$ cat src/sha_pkg.sv
// ----------------------------------------------------------------------------
// sha_pkg
// Shared types, constants and round functions for the stream hasher.
// ----------------------------------------------------------------------------
package sha_pkg;

    localparam logic [7:0] PAD_BYTE = 8'h80;

    typedef enum logic [2:0] {
        ST_IDLE,
        ST_LOAD,
        ST_ROUND,
        ST_FOLD,
        ST_EMIT
    } sha_state_t;

    // where the sixteen block words of a compression come from
    typedef enum logic [1:0] {
        BLK_DATA,
        BLK_PAD,
        BLK_LEN
    } blk_mode_t;

    // control from the sequencer to the block memory
    typedef struct packed {
        logic       wr_en;
        logic [3:0] wr_addr;
        logic [31:0] wr_data;
        logic [3:0] rd_addr;
    } sched_ctl_t;

    function automatic logic [31:0] rotr(input logic [31:0] x, input int n);
        rotr = (x >> n) | (x << (32 - n));
    endfunction

    function automatic logic [31:0] round_k(input logic [5:0] i);
        logic [31:0] k [64];
        k = '{
            32'h428a2f98, 32'h71374491, 32'hb5c0fbcf, 32'he9b5dba5,
            32'h3956c25b, 32'h59f111f1, 32'h923f82a4, 32'hab1c5ed5,
            32'hd807aa98, 32'h12835b01, 32'h243185be, 32'h550c7dc3,
            32'h72be5d74, 32'h80deb1fe, 32'h9bdc06a7, 32'hc19bf174,
            32'he49b69c1, 32'hefbe4786, 32'h0fc19dc6, 32'h240ca1cc,
            32'h2de92c6f, 32'h4a7484aa, 32'h5cb0a9dc, 32'h76f988da,
            32'h983e5152, 32'ha831c66d, 32'hb00327c8, 32'hbf597fc7,
            32'hc6e00bf3, 32'hd5a79147, 32'h06ca6351, 32'h14292967,
            32'h27b70a85, 32'h2e1b2138, 32'h4d2c6dfc, 32'h53380d13,
            32'h650a7354, 32'h766a0abb, 32'h81c2c92e, 32'h92722c85,
            32'ha2bfe8a1, 32'ha81a664b, 32'hc24b8b70, 32'hc76c51a3,
            32'hd192e819, 32'hd6990624, 32'hf40e3585, 32'h106aa070,
            32'h19a4c116, 32'h1e376c08, 32'h2748774c, 32'h34b0bcb5,
            32'h391c0cb3, 32'h4ed8aa4a, 32'h5b9cca4f, 32'h682e6ff3,
            32'h748f82ee, 32'h78a5636f, 32'h84c87814, 32'h8cc70208,
            32'h90befffa, 32'ha4506ceb, 32'hbef9a3f7, 32'hc67178f2
        };
        round_k = k[i];
    endfunction

    function automatic logic [31:0] start_hash(input logic [2:0] i);
        logic [31:0] h [8];
        h = '{
            32'h6a09e667, 32'hbb67ae85, 32'h3c6ef372, 32'ha54ff53a,
            32'h510e527f, 32'h9b05688c, 32'h1f83d9ab, 32'h5be0cd19
        };
        start_hash = h[i];
    endfunction

endpackage

$ cat src/sha_sched_mem.sv
// ----------------------------------------------------------------------------
// sha_sched_mem
// Sixteen-word block memory, one write and one registered read.
// ----------------------------------------------------------------------------
module sha_sched_mem (
    input  logic                aclk,
    input  sha_pkg::sched_ctl_t ctl,
    output logic [31:0]         rd_data
);
    import sha_pkg::*;

    logic [31:0] mem [16];

    always_ff @(posedge aclk) begin
        if (ctl.wr_en) begin
            mem[ctl.wr_addr] <= ctl.wr_data;
        end
        rd_data <= mem[ctl.rd_addr];
    end
endmodule

$ cat src/sha_core.sv
// ----------------------------------------------------------------------------
// sha_core
// Byte packing, padding, round sequencer and working variables.
// ----------------------------------------------------------------------------
module sha_core (
    input  logic        aclk,
    input  logic        aresetn,
    input  logic        in_valid,
    output logic        in_ready,
    input  logic [7:0]  in_byte,
    input  logic        in_present,
    input  logic        in_end,
    output logic        out_valid,
    input  logic        out_ready,
    output logic [31:0] out_word,
    output logic [2:0]  out_index,
    output logic        out_last
);
    import sha_pkg::*;

    sha_state_t  state_reg, state_next;
    blk_mode_t   mode_reg;
    logic [31:0] hash_reg [8];
    logic [31:0] v_reg [8];
    logic [5:0]  fill_reg;
    logic [63:0] bits_reg;
    logic [23:0] part_reg;
    logic [5:0]  rnd_reg;
    logic [2:0]  idx_reg;
    logic        closing_reg;
    logic [31:0] sched_reg [16];
    logic [31:0] w_new;
    logic [31:0] w_cur;
    logic [31:0] blk_word;
    logic [31:0] pad_word;
    logic [31:0] rd_data;
    sched_ctl_t  ctl;
    logic [31:0] t1, t2;
    logic        acc;
    logic        len_fits;
    logic [3:0]  widx;
    logic [3:0]  pidx;
    logic [63:0] total;

    // block words live in the memory; sched_reg keeps the last sixteen schedule words
    sha_sched_mem u_mem (.aclk(aclk), .ctl(ctl), .rd_data(rd_data));

    assign acc = in_valid && in_ready;
    assign in_ready = (state_reg == ST_IDLE);
    assign total = bits_reg + {55'd0, fill_reg, 3'd0};
    assign pidx = fill_reg[5:2];
    assign len_fits = (fill_reg < 6'd56);
    assign widx = rnd_reg[3:0];

    always_comb begin
        case (fill_reg[1:0])
            2'd0: pad_word = {PAD_BYTE, 24'd0};
            2'd1: pad_word = {part_reg[7:0], PAD_BYTE, 16'd0};
            2'd2: pad_word = {part_reg[15:0], PAD_BYTE, 8'd0};
            default: pad_word = {part_reg, PAD_BYTE};
        endcase
    end

    // final blocks: pad word and length are put in place of the memory word
    always_comb begin
        blk_word = 32'd0;
        case (mode_reg)
            BLK_DATA: blk_word = rd_data;
            BLK_PAD: begin
                if (widx < pidx)
                    blk_word = rd_data;
                else if (widx == pidx)
                    blk_word = pad_word;
                else if (len_fits && widx == 4'd14)
                    blk_word = total[63:32];
                else if (len_fits && widx == 4'd15)
                    blk_word = total[31:0];
            end
            BLK_LEN: begin
                if (widx == 4'd14)
                    blk_word = total[63:32];
                else if (widx == 4'd15)
                    blk_word = total[31:0];
            end
            default: blk_word = 32'd0;
        endcase
    end

    always_comb begin
        w_new = rotr(sched_reg[14], 17) ^ rotr(sched_reg[14], 19) ^ (sched_reg[14] >> 10);
        w_new = w_new + sched_reg[9] + sched_reg[0]
              + (rotr(sched_reg[1], 7) ^ rotr(sched_reg[1], 18) ^ (sched_reg[1] >> 3));
        w_cur = (rnd_reg < 6'd16) ? blk_word : w_new;
        t1 = v_reg[7] + (rotr(v_reg[4], 6) ^ rotr(v_reg[4], 11) ^ rotr(v_reg[4], 25))
           + ((v_reg[4] & v_reg[5]) ^ (~v_reg[4] & v_reg[6]))
           + round_k(rnd_reg) + w_cur;
        t2 = (rotr(v_reg[0], 2) ^ rotr(v_reg[0], 13) ^ rotr(v_reg[0], 22))
           + ((v_reg[0] & v_reg[1]) ^ (v_reg[0] & v_reg[2]) ^ (v_reg[1] & v_reg[2]));
    end

    // read runs one word ahead of the round that uses it
    always_comb begin
        ctl.wr_en   = acc && in_present && (fill_reg[1:0] == 2'd3);
        ctl.wr_addr = fill_reg[5:2];
        ctl.wr_data = {part_reg, in_byte};
        ctl.rd_addr = (state_reg == ST_ROUND) ? rnd_reg[3:0] + 4'd1 : 4'd0;
    end

    always_comb begin
        state_next = state_reg;
        case (state_reg)
            ST_IDLE: if (acc && (in_end || (in_present && fill_reg == 6'd63)))
                         state_next = ST_LOAD;
            ST_LOAD:  state_next = ST_ROUND;
            ST_ROUND: if (rnd_reg == 6'd63) state_next = ST_FOLD;
            ST_FOLD: begin
                if (mode_reg == BLK_DATA)
                    state_next = closing_reg ? ST_LOAD : ST_IDLE;
                else if (mode_reg == BLK_PAD && !len_fits)
                    state_next = ST_LOAD;
                else
                    state_next = ST_EMIT;
            end
            ST_EMIT:  if (out_ready && idx_reg == 3'd7) state_next = ST_IDLE;
            default:  state_next = ST_IDLE;
        endcase
    end

    always_comb begin
        out_valid = (state_reg == ST_EMIT);
        out_word  = hash_reg[idx_reg];
        out_index = idx_reg;
        out_last  = (idx_reg == 3'd7);
    end

    always_ff @(posedge aclk) begin
        if (!aresetn) begin
            state_reg <= ST_IDLE;
            mode_reg <= BLK_DATA;
            fill_reg <= '0;
            bits_reg <= '0;
            closing_reg <= 1'b0;
            idx_reg <= '0;
            rnd_reg <= '0;
            for (int i = 0; i < 8; i++) hash_reg[i] <= start_hash(3'(i));
        end else begin
            state_reg <= state_next;
            case (state_reg)
                ST_IDLE: if (acc) begin
                    if (in_present) begin
                        if (fill_reg[1:0] == 2'd0)
                            part_reg <= {16'd0, in_byte};
                        else
                            part_reg <= {part_reg[15:0], in_byte};
                        fill_reg <= fill_reg + 6'd1;
                        if (fill_reg == 6'd63) bits_reg <= bits_reg + 64'd512;
                    end
                    mode_reg <= (in_present && fill_reg == 6'd63) ? BLK_DATA : BLK_PAD;
                    closing_reg <= in_end;
                end
                ST_LOAD: begin
                    for (int i = 0; i < 8; i++) v_reg[i] <= hash_reg[i];
                    rnd_reg <= '0;
                end
                ST_ROUND: begin
                    for (int i = 0; i < 15; i++) sched_reg[i] <= sched_reg[i + 1];
                    sched_reg[15] <= w_cur;
                    v_reg[7] <= v_reg[6];
                    v_reg[6] <= v_reg[5];
                    v_reg[5] <= v_reg[4];
                    v_reg[4] <= v_reg[3] + t1;
                    v_reg[3] <= v_reg[2];
                    v_reg[2] <= v_reg[1];
                    v_reg[1] <= v_reg[0];
                    v_reg[0] <= t1 + t2;
                    rnd_reg <= rnd_reg + 6'd1;
                end
                ST_FOLD: begin
                    for (int i = 0; i < 8; i++) hash_reg[i] <= hash_reg[i] + v_reg[i];
                    idx_reg <= '0;
                    if (mode_reg == BLK_DATA)
                        mode_reg <= BLK_PAD;
                    else if (mode_reg == BLK_PAD)
                        mode_reg <= BLK_LEN;
                end
                ST_EMIT: if (out_ready) begin
                    idx_reg <= idx_reg + 3'd1;
                    if (idx_reg == 3'd7) begin
                        fill_reg <= '0;
                        bits_reg <= '0;
                        closing_reg <= 1'b0;
                        for (int i = 0; i < 8; i++) hash_reg[i] <= start_hash(3'(i));
                    end
                end
                default: ;
            endcase
        end
    end
endmodule

$ cat src/sha256_stream_hasher.sv
// ----------------------------------------------------------------------------
// sha256_stream_hasher
// Byte-stream SHA-256 with padding and eight-word digest output.
// ----------------------------------------------------------------------------
//  channel | dir | contents
//  s_axis  | in  | tdata = data_byte, tuser = byte_present, tlast = end_of_message
//  m_axis  | out | tdata = digest_word, tuser = word_index, tlast = last_word
//
//  bytes are taken one a cycle while the core is idle; every 64th byte holds
//  the input through one load state, 64 rounds at one a cycle and one fold state; a closing
//  transaction adds one or two such blocks plus eight output transactions.
//  reset restores the initial hash values.
//  output stalls hold the digest and the input stays not ready until drained.
module sha256_stream_hasher (
    input  logic        aclk,
    input  logic        aresetn,
    input  logic        s_axis_tvalid,
    output logic        s_axis_tready,
    input  logic [7:0]  s_axis_tdata,   // data_byte
    input  logic        s_axis_tuser,   // byte_present
    input  logic        s_axis_tlast,   // end_of_message
    output logic        m_axis_tvalid,
    input  logic        m_axis_tready,
    output logic [31:0] m_axis_tdata,   // digest_word
    output logic [2:0]  m_axis_tuser,   // word_index
    output logic        m_axis_tlast    // last_word
);
    import sha_pkg::*;

    sha_core u_core (
        .aclk(aclk), .aresetn(aresetn),
        .in_valid(s_axis_tvalid), .in_ready(s_axis_tready),
        .in_byte(s_axis_tdata), .in_present(s_axis_tuser), .in_end(s_axis_tlast),
        .out_valid(m_axis_tvalid), .out_ready(m_axis_tready),
        .out_word(m_axis_tdata), .out_index(m_axis_tuser), .out_last(m_axis_tlast)
    );

    a_no_overlap: assert property (@(posedge aclk) disable iff (!aresetn)
        !(s_axis_tready && m_axis_tvalid)) else $error("input open during output");
    a_last_idx: assert property (@(posedge aclk) disable iff (!aresetn)
        m_axis_tvalid |-> (m_axis_tlast == (m_axis_tuser == 3'd7)))
        else $error("last flag mismatch");
endmodule

$ cat config.mk
export PLATFORM = sky130hd
export DESIGN_NAME = sha256_stream_hasher
export DESIGN_NICKNAME = d
export VERILOG_FILES = /design/src/sha_pkg.sv /design/src/sha_sched_mem.sv /design/src/sha_core.sv /design/src/sha256_stream_hasher.sv
export SDC_FILE = /design/constraint.sdc
export NUM_CORES = 2
export LEC_CHECK = 0
export BUFFER_PORTS_ARGS = -buffer_cell sky130_fd_sc_hd__buf_2
export CAP_MARGIN = 20
export CORE_MARGIN = 2
export CORE_UTILIZATION = 45
export CTS_CLUSTER_DIAMETER = 60
export DETAILED_ROUTE_END_ITERATION = 6
export PLACE_DENSITY = 0.62
export SLEW_MARGIN = 20
export SYNTH_ARGS = -nofsm -noshare
export SYNTH_HDL_FRONTEND = slang
export SYNTH_SLANG_ARGS = --single-unit
$ cat constraint.sdc
create_clock -name aclk -period 22.9 [get_ports aclk]
set_clock_uncertainty 0.05 [all_clocks]
set_input_delay 1.145 -clock aclk [delete_from_list [all_inputs] [get_ports aclk]]
set_output_delay 1.145 -clock aclk [all_outputs]
set_load 0.03 [all_outputs]
* Word-level counts from Yosys, hierarchy flattened
Memory sizes are Yosys's and may differ from the RTL's. A register that Yosys moved wholly into a read port is not among the register bits. Index checks and enable logic that the tools add are counted.
Cells by class: bitwise gates (word level) 52, mux-type cells 85, reductions and logical operators 25, $add $sub $neg 24, magnitude comparators 4, equality and inequality tests 24
Operator list (count):
- 32-bit 2-to-1 mux | 33
- 32-bit adder | 18
- 64-bit 2-to-1 mux | 5
- 32-bit bitwise XOR | 9
- 32-bit case mux with 3 select lines | 2
- 32-bit bitwise AND | 5
- 64-bit case mux with 2 select lines | 1
- 64-bit by 10-bit adder with 64-bit output (second input constant) | 1
- 64-bit by 9-bit adder with 64-bit output | 1
- 32-bit NOT | 1
- 10-bit by 32-bit bitwise OR with 32-bit output | 1
- 13-bit by 32-bit bitwise OR with 32-bit output | 1
- 14-bit by 32-bit bitwise OR with 32-bit output | 1
- 15-bit by 32-bit bitwise OR with 32-bit output | 1
- 19-bit by 32-bit bitwise OR with 32-bit output | 1
- 21-bit by 32-bit bitwise OR with 32-bit output | 1
- 25-bit by 32-bit bitwise OR with 32-bit output | 1
- 26-bit by 32-bit bitwise OR with 32-bit output | 1
- 30-bit by 32-bit bitwise OR with 32-bit output | 1
- 7-bit by 32-bit bitwise OR with 32-bit output | 1
- 32-bit by 22-bit bitwise XOR with 32-bit output | 1
- 32-bit by 29-bit bitwise XOR with 32-bit output | 1
- 3-bit 2-to-1 mux | 8
- 6-bit 2-to-1 mux | 4
- 39 further kinds | 114
Storage, ports and cells: bits in read-only memories 2048, RAM bits 1536, memories 5, flip-flop bits (word level) 109, input bits 14
Memories:
- (name not given) | depth 64, bits a word 32, read ports 1, clocked after Yosys merged registers in 0, wr ports 0, line sha_pkg.sv:56 | round_k = k[i];
- u_core.sched_reg | depth 16, bits a word 32, read ports 16, clocked after Yosys merged registers in 0, wr ports 16, line sha_core.sv:31 | logic [31:0] sched_reg [16];
- u_core.u_mem.mem | depth 16, bits a word 32, read ports 1, clocked after Yosys merged registers in 1, wr ports 1, line sha_sched_mem.sv:12 | logic [31:0] mem [16];
- u_core.hash_reg | depth 8, bits a word 32, read ports 9, clocked after Yosys merged registers in 1, wr ports 8, line sha_core.sv:23 | logic [31:0] hash_reg [8];
- u_core.v_reg | depth 8, bits a word 32, read ports 8, clocked after Yosys merged registers in 0, wr ports 8, line sha_core.sv:24 | logic [31:0] v_reg [8];

* Depth between registers and ports, before layout
depth in word-level cells 11, depth in mapped cells 45, gate-level depth less buffers 45

* Cells and area by module
Synthesis repeated with hierarchy kept, for this count alone.
Unflattened totals: cells, all modules 7578, area, all modules 90125.2 um2
By module, submodules not included:
- sha_core | cells an instance 6740, area each 70289.9 um2, times used 1
- sha_sched_mem | cells an instance 838, area each 19835.3 um2, times used 1

* Worst setup path after synthesis
OpenSTA, ideal clock, no wires.
path type input port to flip-flop, start point input port aresetn, end point memory u_core.v_reg[0][0], enable pin, stages on the path 2, slack 1.773 ns, library setup time 1.239 ns, arrival 19.838 ns, path through clkbuf_1 -> nor3b_1
RTL lines:
- start: declaration | line sha256_stream_hasher.sv:16 | input logic aresetn,
- end: declaration | line sha_core.sv:24

==> results.sh <==
export IMPL_dieArea_sq_um=206000
export IMPL_ys_ff_latch=1671
export IMPL_setup_violations=0
export IMPL_hp_start="u_core.sched_reg[1][86]$_DFFE_PP_"
export IMPL_drt_vias_per_instance=5.94
export IMPL_grtUsageTotal_pct=26.7
export IMPL_h_tree_depth=4
export IMPL_synth_cell_types=99
export IMPL_drtIter0Drc=7598
export IMPL_synth_area_leaders="edfxtp_1 (47%), ha_1 (5.7%), dfxtp_1 (5.2%)"
export IMPL_critPathMaxStageDelay_ns=0.91
export IMPL_wl_per_cell_microns=26.1
export IMPL_async_flop_share_pct=0
export IMPL_max_cap_violations=0
export IMPL_cp_slowest_cell="a2111oi_0"
export IMPL_antenna_found_initial=6
export IMPL_final_common_cell="edfxtp_1"
export IMPL_grt_start_max_net_pins=198
export IMPL_slew_violations=0
export IMPL_drive_above_1_share_pct=10.1
export IMPL_dp_hpwl_microns=196000
export IMPL_holdWs_ns=0.348
export IMPL_place_area_sq_um=94500
export IMPL_clkTransAtPathRegs_ns=0.06
export IMPL_route_detailed_drc=0
export IMPL_io_pins=52
export IMPL_ctsHoldBuffers=0
export IMPL_path_class="reg -> reg"
export IMPL_synth_cell_area_sq_um=91200
export IMPL_numCtsBuffers=191
export IMPL_postCtsSetupBuffers=0
export IMPL_ctsResizeCount=0
export IMPL_core_area_sq_um=202000
export IMPL_cpMostUsedCell="a21oi_1"
export IMPL_clk_latency_ns=0.87
export IMPL_crit_path_start="u_core.rnd_reg[3]$_SDFFE_PN0P_"
export IMPL_grt_pass1_wl_microns=410000
export IMPL_root_buffer="clkbuf_16"
export IMPL_worst_slew_pin_slew_ns=1.48
export IMPL_cpLargestDelayFamily="compound AO/OA/AOI/OAI gates"
export IMPL_synth_nets=8601
export IMPL_min_period_ns=11.84
export IMPL_vias=64054
export IMPL_dp_cells=10414
export IMPL_final_cell_count_no_fill=10776
export IMPL_synth_top_area_share_pct=47.1
export IMPL_cp_required_ns=23.40
export IMPL_ant_nets=0
export IMPL_grt_ovfl_total=0
export IMPL_ys_flop_type="edfxtp_1"
export IMPL_min_path_type="reg -> reg"
export IMPL_clkSinkCount=1671
export IMPL_syn_inst=7976
export IMPL_outcome="completed"
export IMPL_area_delta_synth_final_pct=10.8
export IMPL_place_gp_congestion=0.964
export IMPL_port_buffers=51
export IMPL_critPathCaptureType="flip-flop"
export IMPL_syn_area_per_cell_sq_um=11.4
export IMPL_die_w_microns=454
export IMPL_yosys_area_top_type="edfxtp_1"
export IMPL_synth_warnings=0
export IMPL_ys_seq_area_share_pct=52.4
export IMPL_fp_row_count=165
export IMPL_relSlewSlack_pct=1.56
export IMPL_startpoint_type="flip-flop"
export IMPL_first_pass_iters=6
export IMPL_finalNetCount=8563
export IMPL_crit_buf_inv=6
export IMPL_synth_edf_count=1432
export IMPL_mostFrequentLayoutCells="edfxtp_1 (1432), nand2_1 (1058), o21ai_0 (446)"
export IMPL_cts_tree="built"
export IMPL_fmax_ghz=0.0844
export IMPL_clk_path_buf_depth=3
export IMPL_rsz0062_at_grt="false"
export IMPL_arrival_ns=12.34
export IMPL_fin_crit_sh_pct=51.7
export IMPL_tns_ns=0
export IMPL_die_h_microns=454
export IMPL_reg2reg_from="u_core.rnd_reg[3]$_SDFFE_PN0P_"
export IMPL_wirelength_microns=281000
export IMPL_path_max_fanout=49
export IMPL_stdcell_area_sq_um=101000
export IMPL_hold_viol=0
export IMPL_grt_pass1_vias=60331
export IMPL_initial_utilization_pct=45.2
[Yosys cell counts, types with 34 or more instances]
cell,instances
o211ai_1,45
o21bai_1,45
mux2_2,187
a21oi_1,436
a22oi_1,79
xor2_1,229
a31oi_1,110
xnor2_1,424
or3_1,35
a221oi_1,73
o21ai_0,447
o21a_1,66
a21o_1,209
dfxtp_1,239
nand2_1,1064
nand3_1,114
and3_1,47
fa_1,195
nor3_1,116
inv_1,405
nand4_1,44
mux4_2,67
nand2b_1,70
o32ai_1,34
ha_1,416
a22o_1,42
nor2_1,362
clkbuf_1,344
mux2i_1,83
edfxtp_1,1432
nor2b_1,56
buf_1,48
a211oi_1,49
[metal layers]
layer | part of all wire (%) | up-vias | track usage, %
li1 | - | 28969 | -
met1 | 46 | 32071 | 40.3
met2 | 43 | 2618 | 38.8
met3 | 8.7 | 394 | 5.60
met4 | 2.8 | 2 | 7.46
met5 | 0.0046 | - | 0
[kinds of logic (layout without fill, tap and decap cells)]
logic type | count (synthesis) | after routing | share of synthesized area, %
mux | 337 | 337 | 4.87
simple gates | 2009 | 2009 | 9.67
fa+ha+maj | 626 | 626 | 10.2
compound gates | 1869 | 1869 | 13.3
other cells | 1 | 3 | 0.00411
buf+inv | 810 | 936 | 3.34
flops | 1671 | 1671 | 52.4
xor+xnor | 653 | 653 | 6.27
[path summary, 6_finish.rpt]
kind / to / slack [ns] / cells after the start
worst max-delay path: u_core.v_reg[0][29]$_DFFE_PP_ / 11.06 / 38
worst min-delay path: u_core.sched_reg[1][54]$_DFFE_PP_ / 0.35 / 0
worst max register to register: u_core.v_reg[0][29]$_DFFE_PP_ / 11.06 / 38
worst min register to register: u_core.sched_reg[1][54]$_DFFE_PP_ / 0.35 / 0
[per-stage QoR]
stage	utilization [%]	worst slack, ns
floorplan	-	1.77
global placement	46.8	11.27
detailed placement	46.8	11.19
CTS	50.0	11.13
global route	50.0	10.34
finish	50.0	11.06
[area by class of cell]
class / count / area (sq um)
tap: 2672 / 3340
fill: 17826 / 101000
timing repair buffer: 169 / 1260
multi-input combinational: 5495 / 40600
inverter: 410 / 1550
clock buffer: 248 / 5190
antenna: 2 / 5.00
sequential: 1671 / 47800
clock inverter: 109 / 1310
Power is not shown: default switching activity piles up to over one toggle a cycle in this logic, so the estimate is an artifact.
